## src/ubh_pkg.sv

```systemverilog
// ubh_pkg: shared types and constants for the uniform bin histogram
// no dependencies

package ubh_pkg;

    localparam int CNT_W = 32;
    localparam logic [CNT_W-1:0] CNT_MAX = '1;

    // width of the bins register and of quotients from the divider
    localparam int NB_W = 7;

    localparam int ADDR_W = 4;
    localparam logic [ADDR_W-1:0] ADDR_LOWER = 4'h0;
    localparam logic [ADDR_W-1:0] ADDR_UPPER = 4'h4;
    localparam logic [ADDR_W-1:0] ADDR_BINS  = 4'h8;

endpackage

```

## src/uniform_bin_histogram.sv

```systemverilog
// uniform_bin_histogram: fixed-width bin histogram over signed samples
// a counted sample is accepted, passed through the bit-serial divider, then the counter ram
// is read and written back; one on the upper edge skips the divider; a skipped one is only accepted
// end of set sweeps all MAX_BINS entries, a read and a write each, plus a hold per emitted word
// reset runs the same sweep to zero the ram, with in_stall high
// depends on ubh_pkg, ubh_div, ubh_ram

module uniform_bin_histogram #(
    parameter int MAX_BINS    = 64,
    parameter int SAMPLE_BITS = 16
) (
    input  logic                         clk,
    input  logic                         rst_n,
    input  logic                         psel,
    input  logic                         penable,
    input  logic                         pwrite,
    input  logic [ubh_pkg::ADDR_W-1:0]   paddr,
    input  logic [31:0]                  pwdata,
    output logic [31:0]                  prdata,
    output logic                         pready,
    input  logic                         in_valid,
    output logic                         in_stall,
    input  logic signed [SAMPLE_BITS-1:0] sample_value,
    input  logic                         has_sample,
    input  logic                         end_of_set,
    output logic                         out_valid,
    input  logic                         out_stall,
    output logic [5:0]                   bin_number,
    output logic [ubh_pkg::CNT_W-1:0]    bin_total,
    output logic                         last_bin
);

    localparam int IW = (MAX_BINS > 1) ? $clog2(MAX_BINS) : 1;
    localparam int KW = (IW > ubh_pkg::NB_W) ? IW : ubh_pkg::NB_W;
    localparam int SW = SAMPLE_BITS + 1;

    typedef enum logic [2:0] {
        ST_IDLE, ST_DIV, ST_RD, ST_INC, ST_SRD, ST_SWR, ST_HOLD
    } state_t;

    state_t state_reg;

    logic signed [SAMPLE_BITS-1:0] lower_reg, upper_reg;
    logic [ubh_pkg::NB_W-1:0]      bins_reg;
    logic [IW-1:0]                 idx_reg, k_reg;
    logic                          eos_reg, emit_reg;
    logic                          out_valid_reg, last_reg;
    logic [5:0]                    num_reg;
    logic [ubh_pkg::CNT_W-1:0]     total_reg;

    logic [ubh_pkg::NB_W-1:0] n_act, n_m1, quot;
    logic                     cfg_ok, in_rng, on_top, count_it, div_start, div_done;
    logic [SW-1:0]            off, span;
    logic [KW-1:0]            k_ext;
    logic                     we, re;
    logic [IW-1:0]            waddr, raddr;
    logic [ubh_pkg::CNT_W-1:0] wdata, rdata;
    logic                     cfg_wr, k_emit, k_end;

    assign n_act  = ({25'b0, bins_reg} > 32'(MAX_BINS)) ? ubh_pkg::NB_W'(MAX_BINS) : bins_reg;
    assign n_m1   = n_act - 1'b1;
    assign cfg_ok = (upper_reg > lower_reg) && (n_act != '0);
    assign in_rng = (sample_value >= lower_reg) && (sample_value <= upper_reg);
    assign on_top = (sample_value == upper_reg);
    assign count_it = has_sample && cfg_ok && in_rng;
    assign off  = {sample_value[SAMPLE_BITS-1], sample_value}
                - {lower_reg[SAMPLE_BITS-1], lower_reg};
    assign span = {upper_reg[SAMPLE_BITS-1], upper_reg}
                - {lower_reg[SAMPLE_BITS-1], lower_reg};
    assign div_start = (state_reg == ST_IDLE) && in_valid && count_it && !on_top;

    assign k_ext  = KW'(k_reg);
    assign k_emit = emit_reg && (k_ext < KW'(n_act));
    assign k_end  = (k_reg == IW'(MAX_BINS - 1));
    assign cfg_wr = psel && penable && pwrite;

    ubh_div #(.SW(SW)) u_div (
        .clk   (clk),
        .rst_n (rst_n),
        .start (div_start),
        .off   (off),
        .span  (span),
        .n     (n_act),
        .done  (div_done),
        .quot  (quot)
    );

    // read-modify-write never overlaps: the write lands before the next read
    always_comb
    begin
        re    = (state_reg == ST_RD) || (state_reg == ST_SRD);
        raddr = (state_reg == ST_RD) ? idx_reg : k_reg;
        we    = (state_reg == ST_INC) || (state_reg == ST_SWR);
        waddr = (state_reg == ST_INC) ? idx_reg : k_reg;
        wdata = '0;
        if (state_reg == ST_INC)
        begin
            wdata = (rdata == ubh_pkg::CNT_MAX) ? rdata : rdata + 1'b1;
        end
    end

    ubh_ram #(.DEPTH(MAX_BINS), .AW(IW)) u_ram (
        .clk   (clk),
        .we    (we),
        .waddr (waddr),
        .wdata (wdata),
        .re    (re),
        .raddr (raddr),
        .rdata (rdata)
    );

    always_ff @(posedge clk or negedge rst_n)
    begin
        if (!rst_n)
        begin
            state_reg     <= ST_SRD;
            k_reg         <= '0;
            emit_reg      <= 1'b0;
            eos_reg       <= 1'b0;
            out_valid_reg <= 1'b0;
            lower_reg     <= '0;
            upper_reg     <= {1'b0, {(SAMPLE_BITS-1){1'b1}}};
            bins_reg      <= ubh_pkg::NB_W'(16);
        end
        else
        begin
            if (cfg_wr)
            begin
                case (paddr)
                    ubh_pkg::ADDR_LOWER: lower_reg <= pwdata[SAMPLE_BITS-1:0];
                    ubh_pkg::ADDR_UPPER: upper_reg <= pwdata[SAMPLE_BITS-1:0];
                    ubh_pkg::ADDR_BINS:  bins_reg  <= pwdata[ubh_pkg::NB_W-1:0];
                    default: ;
                endcase
            end

            case (state_reg)
                ST_IDLE:
                begin
                    if (in_valid)
                    begin
                        eos_reg  <= end_of_set;
                        emit_reg <= end_of_set && cfg_ok;
                        k_reg    <= '0;
                        if (count_it && on_top)
                        begin
                            idx_reg   <= IW'(n_m1);
                            state_reg <= ST_RD;
                        end
                        else if (count_it)
                        begin
                            state_reg <= ST_DIV;
                        end
                        else if (end_of_set)
                        begin
                            state_reg <= ST_SRD;
                        end
                    end
                end
                ST_DIV:
                begin
                    if (div_done)
                    begin
                        idx_reg   <= (quot > n_m1) ? IW'(n_m1) : IW'(quot);
                        state_reg <= ST_RD;
                    end
                end
                ST_RD:
                begin
                    state_reg <= ST_INC;
                end
                ST_INC:
                begin
                    state_reg <= eos_reg ? ST_SRD : ST_IDLE;
                end
                ST_SRD:
                begin
                    state_reg <= ST_SWR;
                end
                ST_SWR:
                begin
                    if (k_emit)
                    begin
                        out_valid_reg <= 1'b1;
                        num_reg       <= k_ext[5:0];
                        total_reg     <= rdata;
                        last_reg      <= (k_ext == KW'(n_m1));
                        state_reg     <= ST_HOLD;
                    end
                    else if (k_end)
                    begin
                        state_reg <= ST_IDLE;
                    end
                    else
                    begin
                        k_reg     <= k_reg + 1'b1;
                        state_reg <= ST_SRD;
                    end
                end
                ST_HOLD:
                begin
                    if (!out_stall)
                    begin
                        out_valid_reg <= 1'b0;
                        if (k_end)
                        begin
                            state_reg <= ST_IDLE;
                        end
                        else
                        begin
                            k_reg     <= k_reg + 1'b1;
                            state_reg <= ST_SRD;
                        end
                    end
                end
                default: state_reg <= ST_IDLE;
            endcase
        end
    end

    always_comb
    begin
        case (paddr)
            ubh_pkg::ADDR_LOWER: prdata = 32'({1'b0, lower_reg} & {1'b0, {SAMPLE_BITS{1'b1}}});
            ubh_pkg::ADDR_UPPER: prdata = 32'({1'b0, upper_reg} & {1'b0, {SAMPLE_BITS{1'b1}}});
            ubh_pkg::ADDR_BINS:  prdata = 32'(bins_reg);
            default:             prdata = '0;
        endcase
    end

    assign pready     = 1'b1;
    assign in_stall   = (state_reg != ST_IDLE);
    assign out_valid  = out_valid_reg;
    assign bin_number = num_reg;
    assign bin_total  = total_reg;
    assign last_bin   = last_reg;

endmodule

```

## src/ubh_ram.sv

```systemverilog
// ubh_ram: bin counter store, one write port and one registered read port
// depends on ubh_pkg

module ubh_ram #(
    parameter int DEPTH = 64,
    parameter int AW    = 6
) (
    input  logic                    clk,
    input  logic                    we,
    input  logic [AW-1:0]           waddr,
    input  logic [ubh_pkg::CNT_W-1:0] wdata,
    input  logic                    re,
    input  logic [AW-1:0]           raddr,
    output logic [ubh_pkg::CNT_W-1:0] rdata
);

    logic [ubh_pkg::CNT_W-1:0] mem [DEPTH];
    logic [ubh_pkg::CNT_W-1:0] rdata_reg;

    always_ff @(posedge clk)
    begin
        if (we)
        begin
            mem[waddr] <= wdata;
        end
        if (re)
        begin
            rdata_reg <= mem[raddr];
        end
    end

    assign rdata = rdata_reg;

endmodule

```

## src/ubh_div.sv

```systemverilog
// ubh_div: bin index (off*n)/span, one quotient bit per cycle
// depends on ubh_pkg

module ubh_div #(
    parameter int SW = 17
) (
    input  logic                     clk,
    input  logic                     rst_n,
    input  logic                     start,
    input  logic [SW-1:0]            off,
    input  logic [SW-1:0]            span,
    input  logic [ubh_pkg::NB_W-1:0] n,
    output logic                     done,
    output logic [ubh_pkg::NB_W-1:0] quot
);

    localparam int PW = SW + ubh_pkg::NB_W;
    localparam int JW = $clog2(ubh_pkg::NB_W);

    logic [PW-1:0]             rem_reg;
    logic [PW-1:0]             span_reg;
    logic [ubh_pkg::NB_W-1:0]  q_reg;
    logic [JW-1:0]             j_reg;
    logic                      busy_reg;
    logic                      done_reg;
    logic [PW-1:0]             dvs;

    assign dvs = span_reg << j_reg;

    always_ff @(posedge clk or negedge rst_n)
    begin
        if (!rst_n)
        begin
            busy_reg <= 1'b0;
            done_reg <= 1'b0;
            j_reg    <= '0;
        end
        else
        begin
            done_reg <= 1'b0;
            if (start)
            begin
                rem_reg  <= PW'(off) * PW'(n);
                span_reg <= PW'(span);
                q_reg    <= '0;
                j_reg    <= JW'(ubh_pkg::NB_W - 1);
                busy_reg <= 1'b1;
            end
            else if (busy_reg)
            begin
                if (rem_reg >= dvs)
                begin
                    rem_reg      <= rem_reg - dvs;
                    q_reg[j_reg] <= 1'b1;
                end
                if (j_reg == '0)
                begin
                    busy_reg <= 1'b0;
                    done_reg <= 1'b1;
                end
                else
                begin
                    j_reg <= j_reg - 1'b1;
                end
            end
        end
    end

    assign done = done_reg;
    assign quot = q_reg;

endmodule

```

## config.mk

```make
export PLATFORM = sky130hd
export DESIGN_NAME = uniform_bin_histogram
export DESIGN_NICKNAME = d
export VERILOG_FILES = /design/src/ubh_pkg.sv /design/src/uniform_bin_histogram.sv /design/src/ubh_ram.sv /design/src/ubh_div.sv
export SDC_FILE = /design/constraint.sdc
export NUM_CORES = 2
export LEC_CHECK = 0
export BUFFER_PORTS_ARGS = -buffer_cell sky130_fd_sc_hd__clkbuf_2
export CAP_MARGIN = 30
export CORE_UTILIZATION = 57
export CTS_CLUSTER_DIAMETER = 80
export DETAILED_ROUTE_END_ITERATION = 8
export GPL_ROUTABILITY_DRIVEN = 0
export PLACE_DENSITY = 0.72
export REMOVE_ABC_BUFFERS = 1
export SYNTH_ARGS = -nofsm -noshare
export SYNTH_HDL_FRONTEND = slang
export SYNTH_SLANG_ARGS = --single-unit
```

## constraint.sdc

```tcl
create_clock -name clk -period 7.1 [get_ports clk]
set_clock_uncertainty 0.1 [all_clocks]
set_input_delay 0 -clock clk [delete_from_list [all_inputs] [get_ports clk]]
set_output_delay 0 -clock clk [all_outputs]
set_load 0.05 [all_outputs]
```

# ---- After elaboration in Yosys (flattened, before gate mapping)
# Memory sizes are Yosys's and may differ from the RTL's. A register that Yosys moved wholly into a read port is not among the register bits.
# Cells that the tools add are included.
# W data, S select, Z words.
dict set report totals {
  inputBits 61
  word_cells 143
  ram_bits 2048
  out_inout_bits 74
  ff_bits 149
  mem_count 1
}
dict set report op_classes {
  n_addsub 7
  muxes 47
  bitwise 1
  n_reduce_logical 38
  multipliers 1
  magnitude_cmp 9
  n_eq_ne 20
  shift 1
}
# name words word_bits rd rd_clocked_by_memory_dff wr line
set memory_table {}
lappend memory_table {u_ram.mem 64 32 1 1 1 ubh_ram.sv:17} ;# logic [ubh_pkg::CNT_W-1:0] mem [DEPTH];
# op count
set op_table {}
lappend op_table {{$mux W24} 3}
lappend op_table {{$mux W32} 2}
lappend op_table {{$mux W6} 10}
lappend op_table {{$pmux W16 S3} 1}
lappend op_table {{$mux W3} 12}
lappend op_table {{$sub A16 B16 Y17} 2}
lappend op_table {{$add A32 B1 Y32 const B} 1}
lappend op_table {{$eq A32 B32 Y1 const B} 1}
lappend op_table {{$ge A24 B24 Y1} 1}
lappend op_table {{$mul A17 B7 Y24} 1}
lappend op_table {{$shl A17 B3 Y24} 1}
lappend op_table {{$sub A24 B24 Y24} 1}
lappend op_table {{$mux W7} 3}
lappend op_table {{$pmux W3 S7} 1}
lappend op_table {{$pmux W6 S3} 1}
lappend op_table {{$eq A16 B16 Y1} 1}
lappend op_table {{$ge A16 B16 Y1} 1}
lappend op_table {{$gt A16 B16 Y1} 1}
lappend op_table {{$le A16 B16 Y1} 1}
lappend op_table {{$logic_and A1 B1 Y1} 13}
lappend op_table {{$pmux W6 S2} 1}
lappend op_table {{$reduce_and A2 Y1} 6}
lappend op_table {{$mux W1} 11}
lappend op_table {{$ne A2 B2 Y1 const B} 5}
lappend op_table {{other kinds (30)} 43}

# ---- Logic depth before layout (Yosys ltp)
dict set report depth {
  depth_word 10
  mapped_depth 28
  depth_no_buf 28
}

# ---- By module
# From an unflattened synthesis, not the netlist that was laid out.
dict set report hier_totals {
  hier_cells 5028
  area_unflattened_um2 94215.4
}
# mod area_per_inst_um2 cells_each instances seq_area_each_um2
set modules_own_cells {}
lappend modules_own_cells {ubh_ram 78835.6 3324 1 62459.9}
lappend modules_own_cells {ubh_div 7780.0 852 1 1566.5}
lappend modules_own_cells {uniform_bin_histogram 7599.8 852 1 2648.8}

# ---- Least setup slack after synthesis
# OpenSTA, ideal clock, no wires.
dict set report synth_timing {
  kind {flip-flop to flip-flop}
  from {register lower_reg[1]}
  to {register u_div.rem_reg[23], data pin}
  required_ns 6.738
  path_slack_ns 0.417
  arrival_ns 6.321
  path_stages_with_launch 28
  path_cell_list {dfrtp_1 -> inv_1 -> ha_1 -> nor2b_1 -> o31a_1 -> o31ai_1 -> a21boi_0 -> o21ai_0 -> a21boi_1 -> o31a_1 -> clkbuf_1 -> a21o_1 -> nor2_1 -> fa_1 -> fa_1 -> fa_1 -> inv_1 -> fa_1 -> inv_1 -> ha_1 -> a21o_1 -> a21o_1 -> a21o_1 -> a21oi_1 -> o21ai_0 -> a211oi_1 -> mux2i_1 -> nand3b_1}
}
dict set report synth_between {
  elab_chain_cells 7
  word_cells_on_any_way 11
}
# item line
set synth_lines {}
lappend synth_lines {{start, declared} uniform_bin_histogram.sv:43} ;# logic signed [SAMPLE_BITS-1:0] lower_reg, upper_reg;
lappend synth_lines {{start signal, assigned} uniform_bin_histogram.sv:130} ;# ubh_pkg::ADDR_LOWER: lower_reg <= pwdata[SAMPLE_BITS-1:0];
lappend synth_lines {{branches (longest 6 deep; another with $mul A17 B7 Y24)} --}
lappend synth_lines {{$mux W24 *} ubh_div.sv:41} ;# if (start)
lappend synth_lines {{end signal, assigned} ubh_div.sv:43} ;# rem_reg <= PW'(off) * PW'(n);
lappend synth_lines {{end signal, assigned} ubh_div.sv:53} ;# rem_reg <= rem_reg - dvs;
lappend synth_lines {{end, declared} ubh_div.sv:20} ;# logic [PW-1:0] rem_reg;
# Mark *: on every way between the ends.
# A chain may end at the register's enable or synchronous reset.

# ---- Worst setup path after layout
dict set report layout_timing {
  from {register lower_reg[2]}
  to {register u_div.rem_reg[22], data pin}
}
# Same word-level chain as after synthesis.

==> flow_metrics.env <==
export IMPL_cts_path_max_buffers=3
export IMPL_hpwl_um=148000
export IMPL_holdPathEnd="u_div.rem_reg[0]$_DFFE_PP_"
export IMPL_crit_arrival_ns=7.33
export IMPL_period_needed_ns=6.87
export IMPL_crit_type="flop to flop"
export IMPL_route_detailed_drc=0
export IMPL_io_buffers=101
export IMPL_hold_viol=0
export IMPL_cts_tree="built"
export IMPL_ys_seq_area_share_pct=70.6
export IMPL_netlist_area_leader_share_pct=69.1
export IMPL_reg2reg_slack_ns=0.23
export IMPL_grt_pass1_vias=52720
export IMPL_worstHoldPathType="input port to flop"
export IMPL_die_y_um=409
export IMPL_htreeDepth=4
export IMPL_antenna_found_initial=8
export IMPL_dp_cells=7553
export IMPL_synth_main_ff_cell="edfxtp_1"
export IMPL_wl_um=249000
export IMPL_dieArea_sq_um=167000
export IMPL_drtAntennaViolNets=0
export IMPL_final_nets=5929
export IMPL_synth_edf_count=2173
export IMPL_clk_pin_slew_ns=0.07
export IMPL_slowest_stage="fa_1"
export IMPL_placementRows=149
export IMPL_grt_usage_pct=29.8
export IMPL_clock_sinks=2229
export IMPL_io_pins=135
export IMPL_setup_viol=0
export IMPL_yosysTopAreaCell="edfxtp_1"
export IMPL_fillers=10898
export IMPL_fin_crit_sh_pct=96.7
export IMPL_cp_max_fo=6
export IMPL_hp_start="sample_value[0]"
export IMPL_stdcell_count=8036
export IMPL_cts_buffers=213
export IMPL_wl_per_cell_um=31.0
export IMPL_power_uw=35900
export IMPL_drive_above_1_share_pct=23.2
export IMPL_drv_cap=0
export IMPL_fmax_mhz=146
export IMPL_reg2reg_from="lower_reg[2]$_DFFE_PN0P_"
export IMPL_slowest_delay_ns=0.54
export IMPL_p_per_area_nw_per_um2=335
export IMPL_areaGrowthSynthToFinish_pct=13.4
export IMPL_ys_types=72
export IMPL_viasPerCell=6.61
export IMPL_syn_instance_count=5318
export IMPL_synth_seq_cells=2229
export IMPL_synth_warnings=0
export IMPL_die_width_um=409
export IMPL_cp_data_required_time_ns=7.56
export IMPL_clock_latency_ns=0.86
export IMPL_reg2reg_depth=28
export IMPL_slew_violations=0
export IMPL_coreArea_sq_um=165000
export IMPL_overflow=0
export IMPL_r2r_end="u_div.rem_reg[22]$_DFFE_PP_"
export IMPL_critPathCaptureType="flop"
export IMPL_largest_register_ffs=2048
export IMPL_syn_avg_cell_area_sq_um=17.8
export IMPL_synth_most_common_cell="edfxtp_1"
export IMPL_grt_max_degree=129
export IMPL_cp_common_cell="fa_1"
export IMPL_synthesis_area_sq_um=94500
export IMPL_cts_root_buf="clkbuf_16"
export IMPL_drt_iter0_drc=7216
export IMPL_drt_pass1_iterations=6
export IMPL_start_util_pct=57.3
export IMPL_synthArstFlopShare_pct=2.51
export IMPL_startpoint_type="flop"
export IMPL_run_status="finished, final reports clean"
export IMPL_ir_worst_vdd_v=0.000309
export IMPL_slew_limit_headroom_pct=17.8
export IMPL_worstMarginPinSlew_ns=1.23
export IMPL_netlist_top_cells_count="edfxtp_1, mux4_2, nand2_1, nor2_1, a211oi_1"
export IMPL_grt_pass1_wl_um=359000
export IMPL_via_count=53144
export IMPL_min_path_cells=6
export IMPL_leakage_uw=0.0368
export IMPL_ys_top_cells_by_area="edfxtp_1, mux4_2, ha_1"
logic make-up (layout without fill, tap and decap cells):
logic type	Yosys count	in the layout	share of synthesized area, %
flip-flops	2229	2229	70.6
AND/OR/NAND/NOR	1061	1061	5.17
AO/OA/AOI/OAI	713	713	5.00
multiplexers	568	568	12.9
buffers and inverters	440	950	2.04
adder cells (fa/ha/maj)	210	210	3.39
XOR/XNOR	95	95	0.881
other	2	21	0.00795
area by class of cell:
class / instances / area, sq um / area share [%]
Antenna cell: 4 / 10.0 / 0.00934
Clock buffer: 259 / 5520 / 5.16
Clock inverter: 141 / 1170 / 1.09
Inverter: 145 / 544 / 0.508
Multi-Input combinational cell: 2664 / 27000 / 25.2
Sequential cell: 2229 / 66700 / 62.2
Tap cell: 2189 / 2740 / 2.56
Timing Repair Buffer: 405 / 3520 / 3.29
per-layer routing:
metal | track usage (%) | share of wire (%) | routed length, um | up-vias
li1 | - | - | - | 21870
met1 | 39.9 | 37 | 91900 | 27464
met2 | 47.5 | 48 | 119000 | 3257
met3 | 7.47 | 11 | 27000 | 549
met4 | 11.4 | 4.2 | 10400 | 4
met5 | 0 | 0.011 | 27 | -
where the power goes:
group          total [uW]  leakage (uW)  internal (uW)  switching [uW]
Clock               11000       0.00330           6030            4940
Sequential          15500        0.0209          15200             316
Combinational        9500        0.0126           3950            5550
Total               35900        0.0368          25100           10800
worst max-delay path by stage:
| stage | depth (start not counted) | from | endpoint | slack (ns) |
|---|---|---|---|---|
| floorplan | 8 | state_reg[1]$_DFFE_PN0P_ | u_ram.rdata[0]$_DFFE_PP_ | -44.07 |
| global placement | 26 | lower_reg[2]$_DFFE_PN0P_ | u_div.rem_reg[22]$_DFFE_PP_ | -0.02 |
| detailed placement | 26 | lower_reg[1]$_DFFE_PN0P_ | u_div.rem_reg[22]$_DFFE_PP_ | -0.20 |
| CTS | 28 | lower_reg[0]$_DFFE_PN0P_ | u_div.rem_reg[22]$_DFFE_PP_ | 0.01 |
| global route | 27 | lower_reg[6]$_DFFE_PN0P_ | u_div.rem_reg[23]$_DFFE_PP_ | -0.01 |
| finish | 28 | lower_reg[2]$_DFFE_PN0P_ | u_div.rem_reg[22]$_DFFE_PP_ | 0.23 |
stage by stage:
stage / setup slack (ns) / setup TNS, ns / cell area [sq um] / utilization [%] / hold slack (ns)
final: 0.235 / 0 / 107000 / 65.0 / 0.00460
after global routing: -0.0112 / -0.0221 / 107000 / 65.0 / 0.0273
after CTS: 0.0148 / 0 / 107000 / 64.8 / 0.0284
after detailed placement: -0.204 / -0.359 / 99400 / 60.3 / 0.128
after global placement: -0.0179 / -0.0179 / 99100 / 60.1 / 0.118
after floorplan: -44.07 / -1410.29 / 93100 / - / -0.396
worst max-delay path, delay by kind of cell, from the launching register on:
| family | cells | cell delay [ns] |
|---|---|---|
| DFF | 1 | 0.38 |
| buffers and inverters | 5 | 0.51 |
| and+or+nand+nor | 6 | 0.70 |
| AOI/OAI and AO/OA | 9 | 1.71 |
| xor gates and xnor gates | 2 | 0.54 |
| adders and majority gates | 6 | 2.62 |
cells in the final DEF, fill, tap and decap left out, types with 63 or more instances in the layout:
| master | synthesis | final |
|---|---|---|
| edfxtp_1 | 2173 | 2173 |
| mux4_2 | 520 | 520 |
| nand2_1 | 422 | 421 |
| clkbuf_16 | 0 | 214 |
| buf_4 | 36 | 189 |
| nor2_1 | 274 | 180 |
| a211oi_1 | 172 | 168 |
| a21oi_1 | 159 | 149 |
| inv_1 | 142 | 142 |
| and2_1 | 132 | 132 |
| ha_1 | 133 | 130 |
| o21ai_0 | 104 | 100 |
| clkbuf_2 | 0 | 100 |
| nor2_4 | 0 | 89 |
| a31oi_1 | 80 | 78 |
| fa_1 | 77 | 76 |
| a311oi_1 | 65 | 65 |
| dlygate4sd3_1 | 0 | 63 |
what timing repair did:
item                                    4_1_cts  5_1_grt
hold buffers                                 63        0
resized for setup                             8       28
endpoints found under the setup margin        5       10
pin swaps                                     0       13
endpoints found under the hold margin       183        0
buffers inserted                              0        8
cloned                                        0        0
(Power assumes the default switching activity.)
